<file path="src/sv/mtt_pkg.sv">
package mtt_pkg;

  // Command codes of an input item
  typedef enum logic [1:0] {
    CMD_WRITE_A = 2'd0,
    CMD_WRITE_B = 2'd1,
    CMD_READ    = 2'd2
  } cmd_t;

  // Configuration register indexes
  localparam logic [1:0] REG_ROWS_A    = 2'd0;
  localparam logic [1:0] REG_ROWS_B    = 2'd1;
  localparam logic [1:0] REG_INNER_LEN = 2'd2;

  localparam int CFG_IDX_W = 2;
  localparam int CFG_W     = 5;
  localparam logic [CFG_W-1:0] CFG_RESET = 5'd16;

  // Sizes are compared in this width; maximum sizes go up to 256
  localparam int SIZE_W = 9;
  // Row times row length plus column, for any supported size
  localparam int LIN_W = 13;

  localparam int CMD_W       = 2;
  localparam int IDX_W       = 4;
  localparam int ELEM_W      = 16;
  localparam int PROD_W      = 32;
  localparam int PRODUCT_W   = 36;
  localparam int S_TDATA_W   = 32;
  localparam int M_TDATA_W   = 40;

  // Control from the sequencer to the multiply-accumulate unit
  typedef struct packed {
    logic issue;   // a pair of elements is read this cycle
    logic clear;   // start a new dot product
  } mac_ctrl_t;

endpackage

</file>
<file path="src/sv/mtt_mac.sv">
module mtt_mac #(
  parameter int ACC_W = 37
) (
  input  logic                       clk,
  input  logic                       rst,
  input  mtt_pkg::mac_ctrl_t         ctrl,
  input  logic [mtt_pkg::ELEM_W-1:0] a_data,
  input  logic [mtt_pkg::ELEM_W-1:0] b_data,
  output logic                       busy,
  output logic signed [ACC_W-1:0]    acc
);
  import mtt_pkg::*;

  logic                     data_valid;
  logic                     prod_valid;
  logic signed [PROD_W-1:0] prod;

  // Track element data arriving from the stores and the product register
  always_ff @(posedge clk) begin
    if (rst) begin
      data_valid <= 1'b0;
      prod_valid <= 1'b0;
    end else begin
      data_valid <= ctrl.issue;
      prod_valid <= data_valid;
    end
  end

  // Multiply one Q8.8 pair into Q16.16
  always_ff @(posedge clk) begin
    if (data_valid) begin
      prod <= signed'(a_data) * signed'(b_data);
    end
  end

  // Accumulate terms; clear starts a new sum
  always_ff @(posedge clk) begin
    if (ctrl.clear) begin
      acc <= '0;
    end else if (prod_valid) begin
      acc <= acc + ACC_W'(prod);
    end
  end

  assign busy = data_valid | prod_valid;

endmodule

</file>
<file path="config.mk">
export PLATFORM = sky130hd
export DESIGN_NAME = mtt_mac
export DESIGN_NICKNAME = d
export VERILOG_FILES = /design/src/sv/mtt_pkg.sv /design/src/sv/mtt_mac.sv
export SDC_FILE = /design/constraint.sdc
export NUM_CORES = 1
export LEC_CHECK = 0
export BUFFER_PORTS_ARGS = -buffer_cell sky130_fd_sc_hd__clkbuf_2
export CORE_UTILIZATION = 35
export DETAILED_ROUTE_END_ITERATION = 10
export PLACE_DENSITY_LB_ADDON = 0.05
export SLEW_MARGIN = 30
export SYNTH_ARGS = -nofsm -noshare
export SYNTH_HDL_FRONTEND = slang
export SYNTH_SLANG_ARGS = --single-unit
</file>
<file path="constraint.sdc">
create_clock -name clk -period 10.4 [get_ports clk]
set_input_delay 1.04 -clock clk [delete_from_list [all_inputs] [get_ports clk]]
set_output_delay 1.04 -clock clk [all_outputs]
set_load 0.02 [all_outputs]
</file>
# --- Yosys cells after proc, flatten, opt, wreduce, memory -nomap -nowiden ---
# Cells that the tools add are included.
word_totals:
  reg_bits: 71
  latchBits: 0
  mem_bits_rw: 0
  rom_bits: 0
  output_inout_bits: 38
  word_cells: 7
  mem_count: 0
op_classes:
  n_addsub: 1
  n_mul: 1
  div_mod_pow: 0
  order_cmp: 0
  eq_ne: 0
  n_shift: 0
  muxes: 0
  bitwise: 1
  n_reduce_logical: 0
op_table:
  columns: ["cell", "n"]
  rows:
  - ["$add A37 B32 Y37", 1]
  - ["$mul A16 B16 Y32", 1]
  - ["$or A1 B1 Y1", 1]

# --- Depth between registers and ports, before layout ---
# Gate-level depths: netlist (run 1).
logic_depth:
  ltp_word: 1
  depth_mapped: 22

# --- Worst setup path before layout (run 1) ---
# Ideal clock, no wire load.
synth_timing:
  path_kind: "in2reg"
  startpoint: "input port a_data[15] (netlist name)"
  endpoint: "register prod[31] (data pin)"
  setup_ns: 0.158
  arrival_ns: 6.379
  setup_slack_ns: 3.863
  cell_stages: 17
  n_path_buf: 1
  path_cell_list: "clkbuf_1 nand2_1 inv_1 fa_1 fa_1 fa_1 fa_1 fa_1 fa_1 ha_1 a21o_1 a21o_1 a21oi_1 o21ai_0 a211o_1 a2111o_1 o211ai_1"
synth_via:
  elab_chain_cells: 1
synth_rtl:
  columns: ["element", "line", "text"]
  rows:
  - ["start: declaration", "mtt_mac.sv:7", "input logic [mtt_pkg::ELEM_W-1:0] a_data,"]
  - ["$mul A16 B16 Y32", "mtt_mac.sv:32", "prod <= signed'(a_data) * signed'(b_data);"]
  - ["end signal: assignment", "mtt_mac.sv:32", null]
  - ["end: declaration", "mtt_mac.sv:16", "logic signed [PROD_W-1:0] prod;"]
# No other way between the ends.
# A chain may end at the register's enable or synchronous reset.

# --- Final worst setup path (run 1) ---
layout_timing:
  startpoint: "input port b_data[1] (netlist name)"
  endpoint: "register prod[30] (data pin)"
layout_via:
  elab_chain_cells: 1
layout_rtl:
  columns: ["element", "line", "text"]
  rows:
  - ["start: declaration", "mtt_mac.sv:8", "input logic [mtt_pkg::ELEM_W-1:0] b_data,"]
  - ["$mul A16 B16 Y32", "mtt_mac.sv:32", null]
# No other way between the ends.

==> metrics.md, run 1 <==
| Metric | Value |
|---|---|
| Initial antenna violation count | `0` |
| First-pass GRT wire length | `59,200 um` |
| # port buffers | `73` |
| Post-Syn Nets | `1,961` |
| Syn avg cell area | `9.12 um^2` |
| Crit Path Class | `input port to register` |
| Crit-path max cell delay | `0.73 ns` |
| Post-Route Skew | `0.00518 ns` |
| CTS tree | `built` |
| Hpwl dp | `30,200 um` |
| Unrepaired setup endpoints after global routing | `false` |
| Fin. Hold Viols | `0` |
| # rows | `73` |
| WP data arrival | `6.81 ns` |
| # clock sinks | `71` |
| Crit path depth | `19` |
| Final nets | `1,997` |
| Worst min-delay path class | `register to register` |
| Synth Area in XOR/XNOR | `3.30%` |
| Die height | `203 um` |
| Die Span X | `203 um` |
| Worst Path Required | `10.49 ns` |
| Post-detailed-route via-to-cell ratio | `4.84` |
| Area grow syn2layout | `8.04%` |
| Post-synth top flop | `dfxtp_1` |
| CP most frequent cell | `fa_1` |
| Post-cts hold buffer count | `0` |
| CTS Buf Count | `9` |
| Critical path peak fanout | `16` |
| Final wirelength | `36,200 um` |
| # setup viols final | `0` |
| Fillers | `4,106` |
| Synth top area share | `37.4%` |
| # IOs | `74` |
| Largest family of logic cells by synthesized area | `adder cells` |
| Post-Syn Instances | `1,544` |
| Status | `complete, no violations` |
| GPL Wtd Cong | `0.806` |
| Mux cell area share after synthesis | `0.996%` |
| Initial Utilization | `35.4%` |
| Main area contributors after synthesis | `fa_1 37%, ha_1 10%, inv_1 7.9%` |
| Max H-tree Level | `3` |
| Reg2reg start | `acc[0]$_SDFFE_PP0P_` |
| Number of synthesized flops with an enable pin | `32` |
| Ys Warns | `0` |
| Simple-Gate Fraction of Synth Area | `16.0%` |
| Worst R2R Path Depth | `11` |
| Combined buffer and inverter count along the critical path | `5` |
| Crit. Startpoint | `b_data[1]` |
| Max Buffers Root-to-Sink | `2` |
| Vias in the first global route | `10,700` |
| DR vias | `10,200` |
| Final Max Tran Viols | `0` |
| Clock transition at path regs | `0.05 ns` |
| Worst Setup End Kind | `register` |
| Cell Area, Synth | `14,100 um^2` |
| Slew @ Worst Pin | `0.841 ns` |
| RR Endpoint | `acc[22]$_SDFFE_PP0P_` |
| Compound-Gate Fraction of Synth Area | `10.1%` |
| Highest Clock Rate | `149 MHz` |
| # resized after CTS | `0` |
| Crit path time final | `6.72 ns` |
| Crit-path slowest cell | `fa_1` |
| Ys async rst share | `0%` |
| 1st-pass router iterations | `5` |
| DRT antenna net count | `0` |
| Root Buffer Master | `clkbuf_16` |
| Wire per inst | `17.1 um` |
| Post-CTS Setup Inserts | `0` |
| Critical path's top delay family | `adder cells` |
| Layout cells sized above 1 | `6.31%` |
| Seq/Total Area, Yosys | `12.4%` |
| Die area | `41,000 um^2` |
| Adder-Cell Fraction of Synth Area | `47.9%` |
| Synthesized flop and latch total | `71` |
| DRT iter0 DRCs | `303` |
| Antenna diode count | `0` |
| Core Region | `39,700 um^2` |
| GRT Resource Usage Total | `18.2%` |
| Setup slack, reg-to-reg | `7.16 ns` |
| Setup TNS | `0 ns` |
| Most frequent cells after synthesis | `295 x inv_1, 263 x fa_1, 172 x nand2_1, 129 x and2_1, 118 x ha_1` |
| Relative slew slack | `43.9%` |
| Most common cell in the synthesized netlist | `inv_1` |
| Synth cell types | `64` |
| End point of the critical path | `prod[30]$_DFFE_PP_` |
| Critical Path Source Type | `input port` |
| Synth area leader | `fa_1` |
| Later-pin clock latency in the skew report | `0.34 ns` |
| Largest net degree at the start of global routing | `37` |
| GRT overflow | `0` |
| Final period util | `64.6%` |
| DRC viols | `0` |
| MaxCap Viol Count | `0` |
| Worst-path cell chain | `clkbuf_2, nand2_1, inv_1, fa_1, fa_1, fa_1, fa_1, fa_1, inv_1, fa_1, inv_1, ha_1, inv_1, o31ai_1, o21bai_1, a32oi_1, a21o_1, a21o_1, a311o_1` |
==> state kept, by name, summed over array words and instances (netlist names) <==
register and cells:
acc 37, data_valid 1, prod 32, prod_valid 1
==> worst min-delay path by stage <==
stage / endpoint / slack [ns] / start / cells past startpoint
floorplan: acc[35]$_SDFFE_PP0P_ / 0.55 / acc[35]$_SDFFE_PP0P_ / 2
global placement: acc[34]$_SDFFE_PP0P_ / 0.47 / acc[34]$_SDFFE_PP0P_ / 2
detailed placement: acc[34]$_SDFFE_PP0P_ / 0.48 / acc[34]$_SDFFE_PP0P_ / 2
CTS: acc[34]$_SDFFE_PP0P_ / 0.49 / acc[34]$_SDFFE_PP0P_ / 2
global route: acc[34]$_SDFFE_PP0P_ / 0.50 / acc[34]$_SDFFE_PP0P_ / 2
finish: acc[34]$_SDFFE_PP0P_ / 0.49 / acc[34]$_SDFFE_PP0P_ / 2
==> layout make-up <==
cell class	count	area [um^2]	area share, %
inverter	296	1110	7.31
clock buffer	10	229	1.51
multi-input combinational	1125	11000	72.5
tap	525	657	4.32
timing repair buffer	77	395	2.60
sequential	71	1740	11.5
clock inverter	6	51.3	0.337
==> logic make-up after synthesis <==
logic type / Yosys count
simple gates: 463
fa+ha+maj: 381
buf+inv: 348
compound gates: 214
flops: 71
xor+xnor: 53
mux: 14
==> per-stage QoR <==
stage	cell area [um^2]	instances	hold WS, ns	worst slack (ns)	utilization (%)
floorplan	14100	1544	0.550	3.86	-
global placement	14900	2094	0.470	3.36	37.6
detailed placement	14900	2094	0.481	3.32	37.6
CTS	15200	2110	0.490	3.67	38.3
global route	15200	2110	0.505	3.37	38.3
finish	15200	2110	0.488	3.68	38.3
==> per-layer routing <==
metal	routed length, um	global-route usage (%)	vias up
li1	-	-	4947
met1	19000	28.0	5094
met2	15900	28.3	151
met3	892	1.14	15
met4	343	3.36	0
met5	0	0	-
==> worst min-delay path: stages, from the launching register on <==
cell	delay (ns)
dfxtp_1	0.32
nand2_1	0.07
a21oi_1	0.05
==> placed cells by master, fill, tap and decap left out, types with 16 or more instances in the layout <==
master,n
nand3_1,16
inv_1,295
edfxtp_1,32
nor3_1,24
a21oi_1,54
clkbuf_2,73
ha_1,118
o21ai_0,40
nor2_1,74
xnor2_1,34
xor2_1,19
and2_1,129
fa_1,263
dfxtp_1,39
nand2_1,172
a21o_1,20
Power of run 1 is not shown: default switching activity piles up to over one toggle a cycle in this logic, so the estimate is an artifact.
==> run 2, diff against run 1 <==
- clock period: 10.4 -> 6.8 ns (I/O delays scaled with it)
==> metrics.md, run 2 (same netlist as run 1, synthesis figures left out) <==
| Metric | Value |
|---|---|
| Largest net degree at the start of global routing | `37 (unchanged)` |
| GRT Resource Usage Total | `18.2% (-0.044 points)` |
| 1st-pass router iterations | `5 (unchanged)` |
| First-pass GRT wire length | `59,000 um (-0.45%)` |
| Reg with most FFs | `acc` |
| Wire per inst | `16.9 um (-1.7%)` |
| Die height | `203 um (unchanged)` |
| Pre-CTS WS | `0.103 ns (-3.22 ns)` |
| MaxCap Viol Count | `0 (unchanged)` |
| Final Max Tran Viols | `0 (unchanged)` |
| Crit path time final | `6.26 ns` |
| Worst min-delay path class | `register to register` |
| CP most frequent cell | `fa_1` |
| Post-CTS Setup Inserts | `0 (unchanged)` |
| Most common cell after layout, fill and taps aside | `inv_1` |
| Critical Path Source Type | `input port` |
| Max reg flops | `37 (unchanged)` |
| Setup TNS | `0 ns (unchanged)` |
| # clock sinks | `71 (unchanged)` |
| Post-Route Skew | `0.00646 ns (+0.00128 ns)` |
| Final Util | `38.7% (+0.46 points)` |
| Worst-path cell chain | `clkbuf_2, nand2_1, inv_1, fa_1, fa_1, fa_1, fa_1, fa_1, inv_1, fa_1, inv_1, ha_1, inv_1, o31ai_1, o21bai_1, a32oi_1, a21o_1, a21o_1, a311o_1` |
| Post-cts hold buffer count | `0 (unchanged)` |
| Multi-input logic area | `11,000 um^2 (unchanged)` |
| DRT iter0 DRCs | `299 (-1.3%)` |
| Largest regs | `acc (37), prod (32)` |
| Layout cells sized above 1 | `7.90% (+1.6 points)` |
| Critical path peak fanout | `7 (-9)` |
| Status | `complete, no violations` |
| Max Buffers Root-to-Sink | `2 (unchanged)` |
| Highest Clock Rate | `160 MHz` |
| Fin. Hold Viols | `0 (unchanged)` |
| Slew @ Worst Pin | `0.880 ns (+0.0391 ns)` |
| Die area | `41,000 um^2 (unchanged)` |
| Final wirelength | `36,000 um (-0.59%)` |
| DR vias | `10,200 (+0.34%)` |
| CTS tree | `built` |
| Max H-tree Level | `3 (unchanged)` |
| Core Region | `39,700 um^2 (unchanged)` |
| CTS Buf Count | `9 (unchanged)` |
| Final WS setup | `0.542 ns (-3.14 ns)` |
| Fillers | `4,020 (-2.1%)` |
| # setup viols final | `0 (unchanged)` |
| Relative slew slack | `41.3% (-2.6 points)` |
| WP data arrival | `6.34 ns (-0.47 ns)` |
| Final period util | `92.0%` |
| DRT antenna net count | `0 (unchanged)` |
| Root Buffer Master | `clkbuf_16` |
| Post-detailed-route via-to-cell ratio | `4.80 (-0.74%)` |
| Area grow syn2layout | `9.34%` |
| Crit-path slowest cell | `fa_1` |
| Antenna diode count | `0 (unchanged)` |
| Clock transition at path regs | `0.05 ns (about the same)` |
| Worst Setup End Kind | `register` |
| Initial Utilization | `35.4% (unchanged)` |
| Hpwl dp | `30,700 um (+1.7%)` |
| # resized after CTS | `0 (unchanged)` |
| Fin area | `15,400 um^2 (+1.2%)` |
| Later-pin clock latency in the skew report | `0.34 ns (about the same)` |
| Crit-path max cell delay | `0.73 ns (about the same)` |
| Unrepaired setup endpoints after global routing | `false` |
| Most frequent cells in the layout | `294 x inv_1, 263 x fa_1, 172 x nand2_1, 129 x and2_1, 118 x ha_1` |
| Worst Path Required | `6.89 ns (-3.60 ns)` |
| Crit Path Class | `input port to register` |
| # port buffers | `73 (unchanged)` |
| Vias in the first global route | `10,700 (-0.094%)` |
| Placed Area | `15,100 um^2 (+1.2%)` |
| Initial antenna violation count | `0 (unchanged)` |
| Register area | `1740 um^2 (unchanged)` |
| # rows | `73 (unchanged)` |
| # IOs | `74 (unchanged)` |
| GPL Wtd Cong | `0.825 (+2.5%)` |
| Final nets | `2,020 (+1.2%)` |
| GRT overflow | `0 (unchanged)` |
| DRC viols | `0 (unchanged)` |
| Die Span X | `203 um (unchanged)` |
## run 2: changes by cell type in the layout (fill, tap and decap cells not counted)
cell,before,now
clkinv_1,4,1
inv_1,295,294
clkinv_2,2,3
inv_2,0,1
clkinvlp_4,0,1
clkinv_4,0,1
buf_4,4,27
## run 2: worst max-delay path: cells and delay by family
family / cells / cell delay [ns]
buffers and inverters: 5 / 0.49
AO/OA/AOI/OAI: 6 / 1.44
adder cells (fa/ha/maj): 7 / 3.54
AND/OR/NAND/NOR: 1 / 0.17
## run 2: worst paths after layout
path / to / slack, ns / from / depth (start not counted)
worst max register to register: acc[22]$_SDFFE_PP0P_ / 3.62 / prod[0]$_DFFE_PP_ / 11
worst max-delay path: prod[30]$_DFFE_PP_ / 0.54 / b_data[1] / 19
worst min register to register: acc[34]$_SDFFE_PP0P_ / 0.48 / acc[34]$_SDFFE_PP0P_ / 2
worst min-delay path: acc[34]$_SDFFE_PP0P_ / 0.48 / acc[34]$_SDFFE_PP0P_ / 2
## run 2: area by class of cell
class	instances	area share (%)
clock buffers	10	1.49
clock inverters	6	0.398
inverters	296	7.22
multi-input cells	1125	71.6
flip-flops and latches	71	11.3
well taps	525	4.27
repair buffers	100	3.69
## run 2: metrics by stage
| stage | hold WS, ns | instances |
|---|---|---|
| 4_1_cts | 0.486 | 2133 |
| 3_5_place_dp | 0.478 | 2117 |
| 5_1_grt | 0.504 | 2133 |
| 3_3_place_gp | 0.471 | 2117 |
| 6_report | 0.482 | 2133 |
| 2_1_floorplan | 0.550 | 1544 |
## run 2: per-layer routing
layer,vias to the layer above,GRT usage (%),routed length (um)
li1,4997,-,-
met1,5063,27.9,19000
met2,158,28.0,15500
met3,24,1.03,904
met4,0,4.16,539
met5,-,0,0
Power of run 2 is left out for the same reason.
